==> src/hdl/mlpr_pkg.sv <==
package mlpr_pkg;

   localparam int DATA_W        = 16;
   localparam int CH_W          = 3;
   localparam int COEF_W        = 16;
   localparam int FRAC_BITS     = 13;
   localparam int PROD_W        = DATA_W + COEF_W + 1;
   localparam int ACC_W         = FRAC_BITS + DATA_W;
   localparam int NUM_COEF_REGS = 5;
   localparam int CSR_IDX_W     = 3;
   localparam int CSR_DATA_W    = 16;
   localparam int GROUP_SIZE    = 4;
   localparam int DEF_CHANNELS  = 8;
   localparam int DEF_TAPS      = 5;

   typedef enum logic [CSR_IDX_W-1:0] {
      CSR_COEF_0 = 3'd0,
      CSR_COEF_1 = 3'd1,
      CSR_COEF_2 = 3'd2,
      CSR_COEF_3 = 3'd3,
      CSR_COEF_4 = 3'd4
   } csr_idx_type;

   localparam logic signed [COEF_W-1:0] COEF_RESET [NUM_COEF_REGS] = '{
      -16'sd2949, 16'sd5816, -16'sd4669, -16'sd5325, 16'sd13517
   };

   typedef struct packed {
      logic [CH_W-1:0]   channel;
      logic [DATA_W-1:0] sample_value;
   } req_type;

   typedef struct packed {
      logic [CH_W-1:0]   channel_out;
      logic [DATA_W-1:0] residual;
   } rsp_type;

   typedef struct packed {
      logic prod_en;
      logic part_en;
      logic sum_en;
   } mac_ctl_type;

endpackage

==> src/hdl/multichannel_linear_prediction_residual_core.sv <==
// Per-channel linear prediction residual. Each beat on req carries a channel
// and a 16-bit sample; one rsp beat per request returns the channel and the
// prediction (Q2.13 weighted sum of that channel's last TAPS samples, floored)
// minus the sample, modulo 2^16. One sample is taken every cycle, including
// back-to-back samples of the same channel, unless the pipeline is full and
// rsp is stalled. The histories sit in a CHANNELS-row memory, one row per
// channel, read when a request is taken and written back as it leaves the
// first stage; per-row valid bits make every history read as zero after
// reset, with no clearing pass. Channels at or above CHANNELS predict zero
// and leave the histories alone. Coefficient writes on the csr port belong
// in idle periods.
module multichannel_linear_prediction_residual_core import mlpr_pkg::*; #(
   parameter int CHANNELS = DEF_CHANNELS,
   parameter int TAPS     = DEF_TAPS
) (
   input  logic                  clock,
   input  logic                  reset,
   input  logic                  req_valid,
   output logic                  req_stall,
   input  req_type               req_data,
   output logic                  rsp_valid,
   input  logic                  rsp_stall,
   output rsp_type               rsp_data,
   input  logic                  csr_write_en,
   input  logic [CSR_IDX_W-1:0]  csr_index,
   input  logic [CSR_DATA_W-1:0] csr_data
);

   localparam int ADDR_W = (CHANNELS > 1) ? $clog2(CHANNELS) : 1;
   localparam int CMP_W  = ($clog2(CHANNELS + 1) > CH_W) ? $clog2(CHANNELS + 1) : CH_W;

   logic signed [COEF_W-1:0]    coef_ff [NUM_COEF_REGS];
   logic [TAPS-1:0][COEF_W-1:0] tap_coef;

   logic                        stg1_vld_ff, stg2_vld_ff, stg3_vld_ff, stg4_vld_ff;
   logic                        rsp_vld_ff;
   logic [CH_W-1:0]             stg1_ch_ff, stg2_ch_ff, stg3_ch_ff, stg4_ch_ff;
   logic [DATA_W-1:0]           stg1_smp_ff, stg2_smp_ff, stg3_smp_ff, stg4_smp_ff;
   logic                        stg1_inr_ff;
   rsp_type                     rsp_data_ff;

   logic                        out_rdy, stg4_rdy, stg3_rdy, stg2_rdy, stg1_rdy;
   logic                        req_acc, rsp_acc;
   logic                        req_inr;
   logic [TAPS-1:0][DATA_W-1:0] hist_row, cur_row, new_row;
   logic                        hist_wr_en;
   mac_ctl_type                 mac_ctl;
   logic [ACC_W-1:0]            sum;
   logic [DATA_W-1:0]           residual;
   logic [2:0]                  occ;

   always_ff @(posedge clock) begin
      if (reset) begin
         coef_ff <= COEF_RESET;
      end else if (csr_write_en && (csr_index <= CSR_COEF_4) && (csr_index < TAPS)) begin
         coef_ff[csr_index] <= csr_data;
      end
   end

   for (genvar k = 0; k < TAPS; k++) begin : g_coef
      if (k < NUM_COEF_REGS) begin : g_reg
         assign tap_coef[k] = coef_ff[k];
      end else begin : g_zero
         assign tap_coef[k] = '0;
      end
   end

   assign out_rdy   = !rsp_vld_ff || !rsp_stall;
   assign stg4_rdy  = !stg4_vld_ff || out_rdy;
   assign stg3_rdy  = !stg3_vld_ff || stg4_rdy;
   assign stg2_rdy  = !stg2_vld_ff || stg3_rdy;
   assign stg1_rdy  = !stg1_vld_ff || stg2_rdy;
   assign req_stall = !stg1_rdy;
   assign req_acc   = req_valid && stg1_rdy;
   assign rsp_acc   = rsp_vld_ff && !rsp_stall;
   assign req_inr   = CMP_W'(req_data.channel) < CMP_W'(CHANNELS);

   assign mac_ctl.prod_en = stg1_vld_ff && stg2_rdy;
   assign mac_ctl.part_en = stg2_vld_ff && stg3_rdy;
   assign mac_ctl.sum_en  = stg3_vld_ff && stg4_rdy;

   assign hist_wr_en = mac_ctl.prod_en && stg1_inr_ff;
   assign cur_row    = stg1_inr_ff ? hist_row : '0;

   // drop the oldest sample, append the new one
   if (TAPS > 1) begin : g_shift
      assign new_row = {stg1_smp_ff, cur_row[TAPS-1:1]};
   end else begin : g_single
      assign new_row = stg1_smp_ff;
   end

   mlpr_hist #(
      .CHANNELS (CHANNELS),
      .TAPS     (TAPS),
      .ADDR_W   (ADDR_W)
   ) u_hist (
      .clock   (clock),
      .reset   (reset),
      .rd_en   (req_acc),
      .rd_addr (ADDR_W'(req_data.channel)),
      .wr_en   (hist_wr_en),
      .wr_addr (ADDR_W'(stg1_ch_ff)),
      .wr_row  (new_row),
      .rd_row  (hist_row)
   );

   mlpr_mac #(
      .TAPS (TAPS)
   ) u_mac (
      .clock  (clock),
      .ctl    (mac_ctl),
      .row    (cur_row),
      .coef   (tap_coef),
      .sum_ff (sum)
   );

   assign residual = sum[ACC_W-1:FRAC_BITS] - stg4_smp_ff;

   always_ff @(posedge clock) begin
      if (reset) begin
         stg1_vld_ff <= 1'b0;
         stg2_vld_ff <= 1'b0;
         stg3_vld_ff <= 1'b0;
         stg4_vld_ff <= 1'b0;
         rsp_vld_ff  <= 1'b0;
      end else begin
         if (stg1_rdy) begin
            stg1_vld_ff <= req_valid;
         end
         if (stg2_rdy) begin
            stg2_vld_ff <= stg1_vld_ff;
         end
         if (stg3_rdy) begin
            stg3_vld_ff <= stg2_vld_ff;
         end
         if (stg4_rdy) begin
            stg4_vld_ff <= stg3_vld_ff;
         end
         if (out_rdy) begin
            rsp_vld_ff <= stg4_vld_ff;
         end
      end
   end

   always_ff @(posedge clock) begin
      if (req_acc) begin
         stg1_ch_ff  <= req_data.channel;
         stg1_smp_ff <= req_data.sample_value;
         stg1_inr_ff <= req_inr;
      end
      if (mac_ctl.prod_en) begin
         stg2_ch_ff  <= stg1_ch_ff;
         stg2_smp_ff <= stg1_smp_ff;
      end
      if (mac_ctl.part_en) begin
         stg3_ch_ff  <= stg2_ch_ff;
         stg3_smp_ff <= stg2_smp_ff;
      end
      if (mac_ctl.sum_en) begin
         stg4_ch_ff  <= stg3_ch_ff;
         stg4_smp_ff <= stg3_smp_ff;
      end
      if (stg4_vld_ff && out_rdy) begin
         rsp_data_ff.channel_out <= stg4_ch_ff;
         rsp_data_ff.residual    <= residual;
      end
   end

   assign rsp_valid = rsp_vld_ff;
   assign rsp_data  = rsp_data_ff;

   assign occ = 3'($countones({stg1_vld_ff, stg2_vld_ff, stg3_vld_ff, stg4_vld_ff,
                               rsp_vld_ff}));

   a_occ_up: assert property (@(posedge clock) disable iff (reset)
      !reset && req_acc && !rsp_acc |=> occ == $past(occ) + 3'd1)
      else $error("beat count did not grow on an accepted request");

   a_occ_down: assert property (@(posedge clock) disable iff (reset)
      !reset && !req_acc && rsp_acc |=> occ == $past(occ) - 3'd1)
      else $error("beat count did not shrink on a delivered result");

   a_stall_full: assert property (@(posedge clock) disable iff (reset)
      req_stall |-> stg1_vld_ff && stg2_vld_ff && stg3_vld_ff && stg4_vld_ff
                    && rsp_vld_ff && rsp_stall)
      else $error("request stalled while the pipeline has a free slot");

endmodule

==> src/hdl/mlpr_hist.sv <==
module mlpr_hist import mlpr_pkg::*; #(
   parameter int CHANNELS = DEF_CHANNELS,
   parameter int TAPS     = DEF_TAPS,
   parameter int ADDR_W   = 3
) (
   input  logic                         clock,
   input  logic                         reset,
   input  logic                         rd_en,
   input  logic [ADDR_W-1:0]            rd_addr,
   input  logic                         wr_en,
   input  logic [ADDR_W-1:0]            wr_addr,
   input  logic [TAPS-1:0][DATA_W-1:0]  wr_row,
   output logic [TAPS-1:0][DATA_W-1:0]  rd_row
);

   logic [TAPS-1:0][DATA_W-1:0] mem [CHANNELS];
   logic [CHANNELS-1:0]         row_vld_ff;
   logic [TAPS-1:0][DATA_W-1:0] mem_q_ff;
   logic [TAPS-1:0][DATA_W-1:0] fwd_row_ff;
   logic                        mem_vld_ff;
   logic                        fwd_ff;

   always_ff @(posedge clock) begin
      if (wr_en) begin
         mem[wr_addr] <= wr_row;
      end
      if (rd_en) begin
         mem_q_ff   <= mem[rd_addr];
         fwd_row_ff <= wr_row;
      end
   end

   always_ff @(posedge clock) begin
      if (reset) begin
         row_vld_ff <= '0;
         mem_vld_ff <= 1'b0;
         fwd_ff     <= 1'b0;
      end else begin
         if (wr_en) begin
            row_vld_ff[wr_addr] <= 1'b1;
         end
         if (rd_en) begin
            mem_vld_ff <= row_vld_ff[rd_addr];
            fwd_ff     <= wr_en && (wr_addr == rd_addr);
         end
      end
   end

   // take the row being written in the same cycle as the read
   assign rd_row = fwd_ff ? fwd_row_ff : (mem_vld_ff ? mem_q_ff : '0);

endmodule

==> src/hdl/mlpr_mac.sv <==
module mlpr_mac import mlpr_pkg::*; #(
   parameter int TAPS = DEF_TAPS
) (
   input  logic                         clock,
   input  mac_ctl_type                  ctl,
   input  logic [TAPS-1:0][DATA_W-1:0]  row,
   input  logic [TAPS-1:0][COEF_W-1:0]  coef,
   output logic [ACC_W-1:0]             sum_ff
);

   localparam int GROUPS = (TAPS + GROUP_SIZE - 1) / GROUP_SIZE;
   localparam int SLOTS  = GROUPS * GROUP_SIZE;

   logic [ACC_W-1:0] prod_in  [SLOTS];
   logic [ACC_W-1:0] prod_ff  [SLOTS];
   logic [ACC_W-1:0] part_in  [GROUPS];
   logic [ACC_W-1:0] part_ff  [GROUPS];
   logic [ACC_W-1:0] sum_in;

   // only the low ACC_W bits reach the residual, so accumulate modulo 2^ACC_W
   for (genvar k = 0; k < SLOTS; k++) begin : g_prod
      if (k < TAPS) begin : g_tap
         logic signed [PROD_W-1:0] full_prod;
         assign full_prod = PROD_W'($signed({1'b0, row[k]}))
                          * PROD_W'($signed(coef[k]));
         assign prod_in[k] = full_prod[ACC_W-1:0];
      end else begin : g_pad
         assign prod_in[k] = '0;
      end
   end

   for (genvar g = 0; g < GROUPS; g++) begin : g_part
      always_comb begin
         part_in[g] = '0;
         for (int j = 0; j < GROUP_SIZE; j++) begin
            part_in[g] = part_in[g] + prod_ff[g * GROUP_SIZE + j];
         end
      end
   end

   always_comb begin
      sum_in = '0;
      for (int g = 0; g < GROUPS; g++) begin
         sum_in = sum_in + part_ff[g];
      end
   end

   always_ff @(posedge clock) begin
      if (ctl.prod_en) begin
         prod_ff <= prod_in;
      end
      if (ctl.part_en) begin
         part_ff <= part_in;
      end
      if (ctl.sum_en) begin
         sum_ff <= sum_in;
      end
   end

endmodule
==> config.mk <==
export PLATFORM = sky130hd
export DESIGN_NAME = multichannel_linear_prediction_residual_core
export DESIGN_NICKNAME = d
export VERILOG_FILES = /design/src/hdl/mlpr_pkg.sv /design/src/hdl/multichannel_linear_prediction_residual_core.sv /design/src/hdl/mlpr_hist.sv /design/src/hdl/mlpr_mac.sv
export SDC_FILE = /design/constraint.sdc
export NUM_CORES = 2
export LEC_CHECK = 0
export BUFFER_PORTS_ARGS = -buffer_cell sky130_fd_sc_hd__buf_2
export CORE_ASPECT_RATIO = 0.5
export CORE_MARGIN = 10
export CORE_UTILIZATION = 48
export DETAILED_ROUTE_END_ITERATION = 7
export GPL_TIMING_DRIVEN = 0
export PLACE_DENSITY_LB_ADDON = 0.3
export SYNTH_ARGS = -nofsm -noshare
export SYNTH_HDL_FRONTEND = slang
export SYNTH_SLANG_ARGS = --single-unit
==> constraint.sdc <==
create_clock -name clock -period 24.5 [get_ports clock]
set_input_delay 1.225 -clock clock [delete_from_list [all_inputs] [get_ports clock]]
set_output_delay 1.225 -clock clock [all_outputs]
set_load 0.05 [all_outputs]
## Yosys cells after proc, flatten, opt, wreduce, memory -nomap -nowiden

Memories as Yosys holds them, arrays and structs flattened. A register that Yosys moved wholly into a read port is not among the register bits.
Index checks and enable logic that the tools add are counted.

| storage, ports and cells | value |
|---|---|
| register bits after elaboration | 502 |
| memory bits (writable) | 640 |
| input port bits | 43 |
| output and inout port bits | 21 |
| memories | 1 |

Memories:

| name | words | width | read ports | clocked after Yosys merged registers in | write ports | RTL line | text |
|---|---|---|---|---|---|---|---|
| u_hist.mem | 8 | 80 | 1 | 1 | 1 | mlpr_hist.sv:16 | `logic [TAPS-1:0][DATA_W-1:0] mem [CHANNELS];` |

| cells by class | value |
|---|---|
| add/sub/neg operators | 5 |
| multiply operators | 5 |
| magnitude comparators | 7 |
| equal/unequal tests | 1 |
| muxes and demuxes | 11 |
| bitwise logic cells | 2 |
| reduce and logical (&&, ||, !) cells | 22 |

Operators by type and width:

| cell | count |
|---|---|
| 80-bit 2-to-1 mux | 2 |
| 17-bit by 16-bit multiplier with 29-bit output | 5 |
| 29-bit adder | 4 |
| 80-bit bitwise mux | 1 |
| 16-bit demux with 3-bit select | 1 |
| 16-bit 2-to-1 mux | 1 |
| 16-bit subtractor | 1 |
| 1-bit logical AND | 10 |
| 3-bit by 4-bit less-than comparator with 1-bit output (second input constant) | 2 |
| 8-bit OR | 1 |
| 1-bit zero test | 7 |
| 1-bit logical OR | 5 |
| 4-bit greater-or-equal comparator (second input constant) | 1 |
| 4-bit by 1-bit less-than comparator with 1-bit output (second input constant) | 1 |
| 1-bit 2-to-1 mux | 4 |
| 3-bit inverter with 4-bit output | 1 |
| 1-bit binary-select mux with 3-bit select | 1 |
| 1-bit demux with 3-bit select | 1 |
| 3-bit == test | 1 |
| 3-bit by 1-bit greater-or-equal comparator with 1-bit output (second input constant) | 1 |
| 3-bit <= comparator (second input constant) | 1 |
| 3-bit less-than comparator (second input constant) | 1 |

## Longest topological paths before layout

| depth | value |
|---|---|
| depth in word-level cells | 8 |
| depth in mapped cells | 30 |
| mapped depth without buffers | 24 |

## Cells and area by module

Synthesis repeated with hierarchy kept, for this count alone.

| unflattened totals | value |
|---|---|
| cell total of the unflattened synthesis | 7208 |
| area total of the unflattened synthesis | 88662.5 um2 |

By module, submodules not included:

| module | instances | cells an instance | area an instance (um2) | sequential area each (um2) |
|---|---|---|---|---|
| mlpr_mac | 1 | 5387 | 51750.9 | 6966.7 |
| mlpr_hist | 1 | 1235 | 30092.6 | 24223.2 |
| multichannel_linear_prediction_residual_core | 1 | 586 | 6819.0 | 4554.4 |

## Least setup slack after synthesis

OpenSTA, ideal clock, no wires.

| path | value |
|---|---|
| path type | input-to-reg |
| from | input port rsp_stall |
| to | memory u_hist.mem[1][0] (netlist name) (enable) |
| library setup time | 0.618 ns |
| arrival time | 11.054 ns |
| required time | 23.882 ns |
| setup slack | 12.827 ns |
| cell stages on the path | 7 |
| cells stage by stage | and3_1 > clkbuf_1 > nand3_1 > nand2_1 > inv_1 > nand2_1 > nor3_1 |

| on the way | value |
|---|---|
| cells in the longest elaborated chain, start to end | 8 |

RTL lines:

| item | RTL line | text |
|---|---|---|
| start: declaration | multichannel_linear_prediction_residual_core.sv:22 | `input logic rsp_stall,` |
| 1-bit zero test | n/a |  |
| 1-bit logical OR | multichannel_linear_prediction_residual_core.sv:68 | `assign out_rdy = !rsp_vld_ff \|\| !rsp_stall;` |
| 1-bit logical OR | multichannel_linear_prediction_residual_core.sv:69 | `assign stg4_rdy = !stg4_vld_ff \|\| out_rdy;` |
| 1-bit logical OR | multichannel_linear_prediction_residual_core.sv:70 | `assign stg3_rdy = !stg3_vld_ff \|\| stg4_rdy;` |
| 1-bit logical OR | multichannel_linear_prediction_residual_core.sv:71 | `assign stg2_rdy = !stg2_vld_ff \|\| stg3_rdy;` |
| 1-bit logical AND | multichannel_linear_prediction_residual_core.sv:78 | `assign mac_ctl.prod_en = stg1_vld_ff && stg2_rdy;` |
| named net hist_wr_en | multichannel_linear_prediction_residual_core.sv:46 | `logic hist_wr_en;` |
| 1-bit 2-to-1 mux | mlpr_hist.sv:24 | `if (wr_en) begin` |
| 1-bit 2-to-1 mux (implied by the code) | mlpr_hist.sv:25 | `mem[wr_addr] <= wr_row;` |
| end: declaration | mlpr_hist.sv:16 |  |

The timed path passes the listed nets, and every way through them passes these cells.

==> run metrics <==
clk root buf=clkbuf_16; crit path to=u_mac.prod_ff[173]; CP most frequent cell=fa_1; CTS clk-pin slew, worst paths=70 ps; RSZ-0062 raised after global routing=false; first-pass GRT wire length=356 mm; full die area=around 0.20 mm2; Critical Path AT=roughly 12000 ps; critical path fanouts, max=18; commonest non-fill, non-tap cell in the layout=inv_1; M1 WL=roughly 100 mm; DRT Pass-1 Iters=6; RR Endpoint=u_mac.prod_ff[173]; vias in the first global route=approximately 55k; routability cong.=around 1; Initial Util=between 40% and 50%; Min Clock Period, post-route=around 12000 ps; Residual DRC=0; status=finished with violations; CTS Buf Count=110; cell area after synthesis=around 0.088 mm2; CP startpoint kind=flip-flop; Setup-failing EPs final=0; CP max stage delay=~1100 ps; synthesized instance count=7125; sequential area share after synthesis=about two fifths; Critical path buffers and inverters=8; crit end category=flip-flop; Detailed Place HPWL=between 150 and 200 mm; Worst Setup SP=u_hist.fwd_ff; fin. max-slew vios=32; #FFs+latches synth=about 1.2k; syn_area_per_cell=12.3 um2; CTS HTree Levels=3; Fillers=around 15k; TritonCTS clock tree=yes; fmax=between 80 and 90 MHz; Final Skew=slightly below 60 ps; initial antenna violation count=29; DRT iter0 DRCs=between 5k and 6k; most frequent cells in the layout=1246 x inv_1, 1114 x edfxtp_1, 1022 x fa_1; Yosys warnings=0; Max-Slew Margin vs Limit=-4.20%; Pleak=0.0410 uW; slowest cell on the critical path=a2111oi_0; vias=roughly 55k; met2 WL post-DR=approximately 100 mm; Total Neg Setup Slack=0 ps; Nets=around 9.0k; # rows=110; GR Overflow Total=0; synthesis-to-finish area growth=9.36%; Distinct cells, synth=73; CTS sink count=1209; violated checks=capacitance limit, slew limit; Slew @ Worst Pin=1560 ps; Max-cap violations=3; Post-CTS Setup Bufs=0; Worst VDD drop=about 0.11 mV; Die W=~620 um; WP depth=26; largest net degree at the start of global routing=approximately 120; final WL=239 mm; Final ANT Viol Nets=0; worst-skew pair later-pin latency=about 790 ps; fraction of layout cells with a size suffix above 1=slightly above 8%; reg2reg path depth=26; reg-to-reg slack, setup=between 10000 and 15000 ps; Top delay family on crit path=buffers and inverters; IO Pins=64; Via density=about 5.6; PostCTS Resize Cnt=0; clk buf depth=3; Post-synth EDFFs=between 1k and 1.5k; Final Non-Filler Cells=roughly 10k; CP Class=reg -> reg; Core Area=around 0.18 mm2; PwrDens=~72 mW/mm2; top sig layer=met4; period utilization=49.2%; DIE HEIGHT=about 320 um; Min-Delay Path Class=reg -> reg; WL/cell=about 24 um; required time of the worst setup path=24890 ps; GRT Overall Usage=23.8%; Hold Violations, Final=0; number of port buffers=between 60 and 70; Async S/R FF share, synth=0%; Crit Reg-Reg Startpoint=u_hist.fwd_ff; Synth Flop Type=edfxtp_1; placed cell count=about 9.7k; syn nets=about 8.8k; Post-CTS Hold Fix Bufs=0; routed length on met3=slightly below 30 mm
==> state kept, by name (all words and copies together) (netlist names), 8 cells and up <==
name,count
coef_ff,80
stg3_smp_ff,16
u_hist.row_vld_ff,8
u_hist.mem_q_ff,80
u_hist.mem,640
rsp_data,19
u_mac.sum_ff,16
u_mac.part_ff,58
stg4_smp_ff,16
u_hist.fwd_row_ff,80
stg2_smp_ff,16
u_mac.prod_ff,145
stg1_smp_ff,16
==> per-stage QoR <==
stage	setup WS, ps	utilization (%)	instance area [um2]	hold WS [ps]	power [uW]
floorplan	12830	-	87600	400	4230
global placement	3870	50.3	90900	401	5040
detailed placement	12810	50.9	92000	405	5060
CTS	12790	53.0	95800	420	6840
global route	12210	53.0	95800	423	7220
finish	12430	53.0	95800	416	6860
==> cells in the mapped netlist (95+ instances only) <==
library cell / n / area share (%)
mux4_2: 162 / 4.2
and2_1: 597 / 4.3
ha_1: 560 / 8.0
fa_1: 1022 / 23
clkbuf_1: 204 / 0.87
inv_1: 1248 / 5.3
dfxtp_1: 95 / 2.2
nand2_1: 828 / 3.5
edfxtp_1: 1114 / 38
a21oi_1: 173 / 0.99
nor2_1: 153 / 0.66
xnor2_1: 163 / 1.6
==> cells by family (layout without fill, tap and decap cells) <==
logic type / after synthesis / after routing / share of synthesized area, %
and+or+nand+nor: 1829 / 1829 / 10.3
adders and majority gates: 1582 / 1582 / 31.4
other: 0 / 11 / 0
DFF: 1209 / 1209 / 40.4
buffers and inverters: 1512 / 1859 / 6.48
xor gates and xnor gates: 200 / 200 / 2.00
AOI/OAI and AO/OA: 548 / 548 / 4.29
muxes: 245 / 245 / 5.23
==> final cells by class <==
| type | instances | area [um2] | area share [%] |
|---|---|---|---|
| plain buffers | 264 | 1000 | 1.04 |
| inverters | 1248 | 4700 | 4.91 |
| clock buffers | 145 | 2970 | 3.10 |
| flip-flops and latches | 1209 | 35400 | 36.9 |
| diodes | 11 | 27.5 | 0.0287 |
| clock inverters | 61 | 757 | 0.790 |
| multi-input cells | 4404 | 46600 | 48.7 |
| repair buffers | 141 | 1350 | 1.41 |
| well taps | 2408 | 3010 | 3.14 |
==> power by group <==
group	total [uW]	switching (uW)	internal, uW	leakage (uW)
clock network	1790	797	989	0.00178
logic	2510	1550	955	0.0276
registers	2570	91.7	2480	0.0116
total	6860	2440	4420	0.0410
==> worst min path at each step <==
| stage | to | from | slack (ps) | depth (start not counted) |
|---|---|---|---|---|
| final | stg3_smp_ff[2] | stg2_smp_ff[2] | 420 | 0 |
| after global routing | stg4_smp_ff[15] | stg3_smp_ff[15] | 420 | 0 |
| after CTS | stg4_smp_ff[0] | stg3_smp_ff[0] | 420 | 0 |
| after detailed placement | rsp_data[16] | stg4_ch_ff[0] | 400 | 0 |
| after global placement | stg3_smp_ff[14] | stg2_smp_ff[14] | 400 | 0 |
| after floorplan | rsp_data[16] | stg4_ch_ff[0] | 400 | 0 |
==> per-layer routing <==
layer | vias up | track usage, %
li1 | 23800 | -
met1 | 28600 | 35.0
met2 | 2603 | 34.0
met3 | 348 | 7.03
met4 | 0 | 6.82
met5 | - | 0
(Power assumes the default switching activity.)
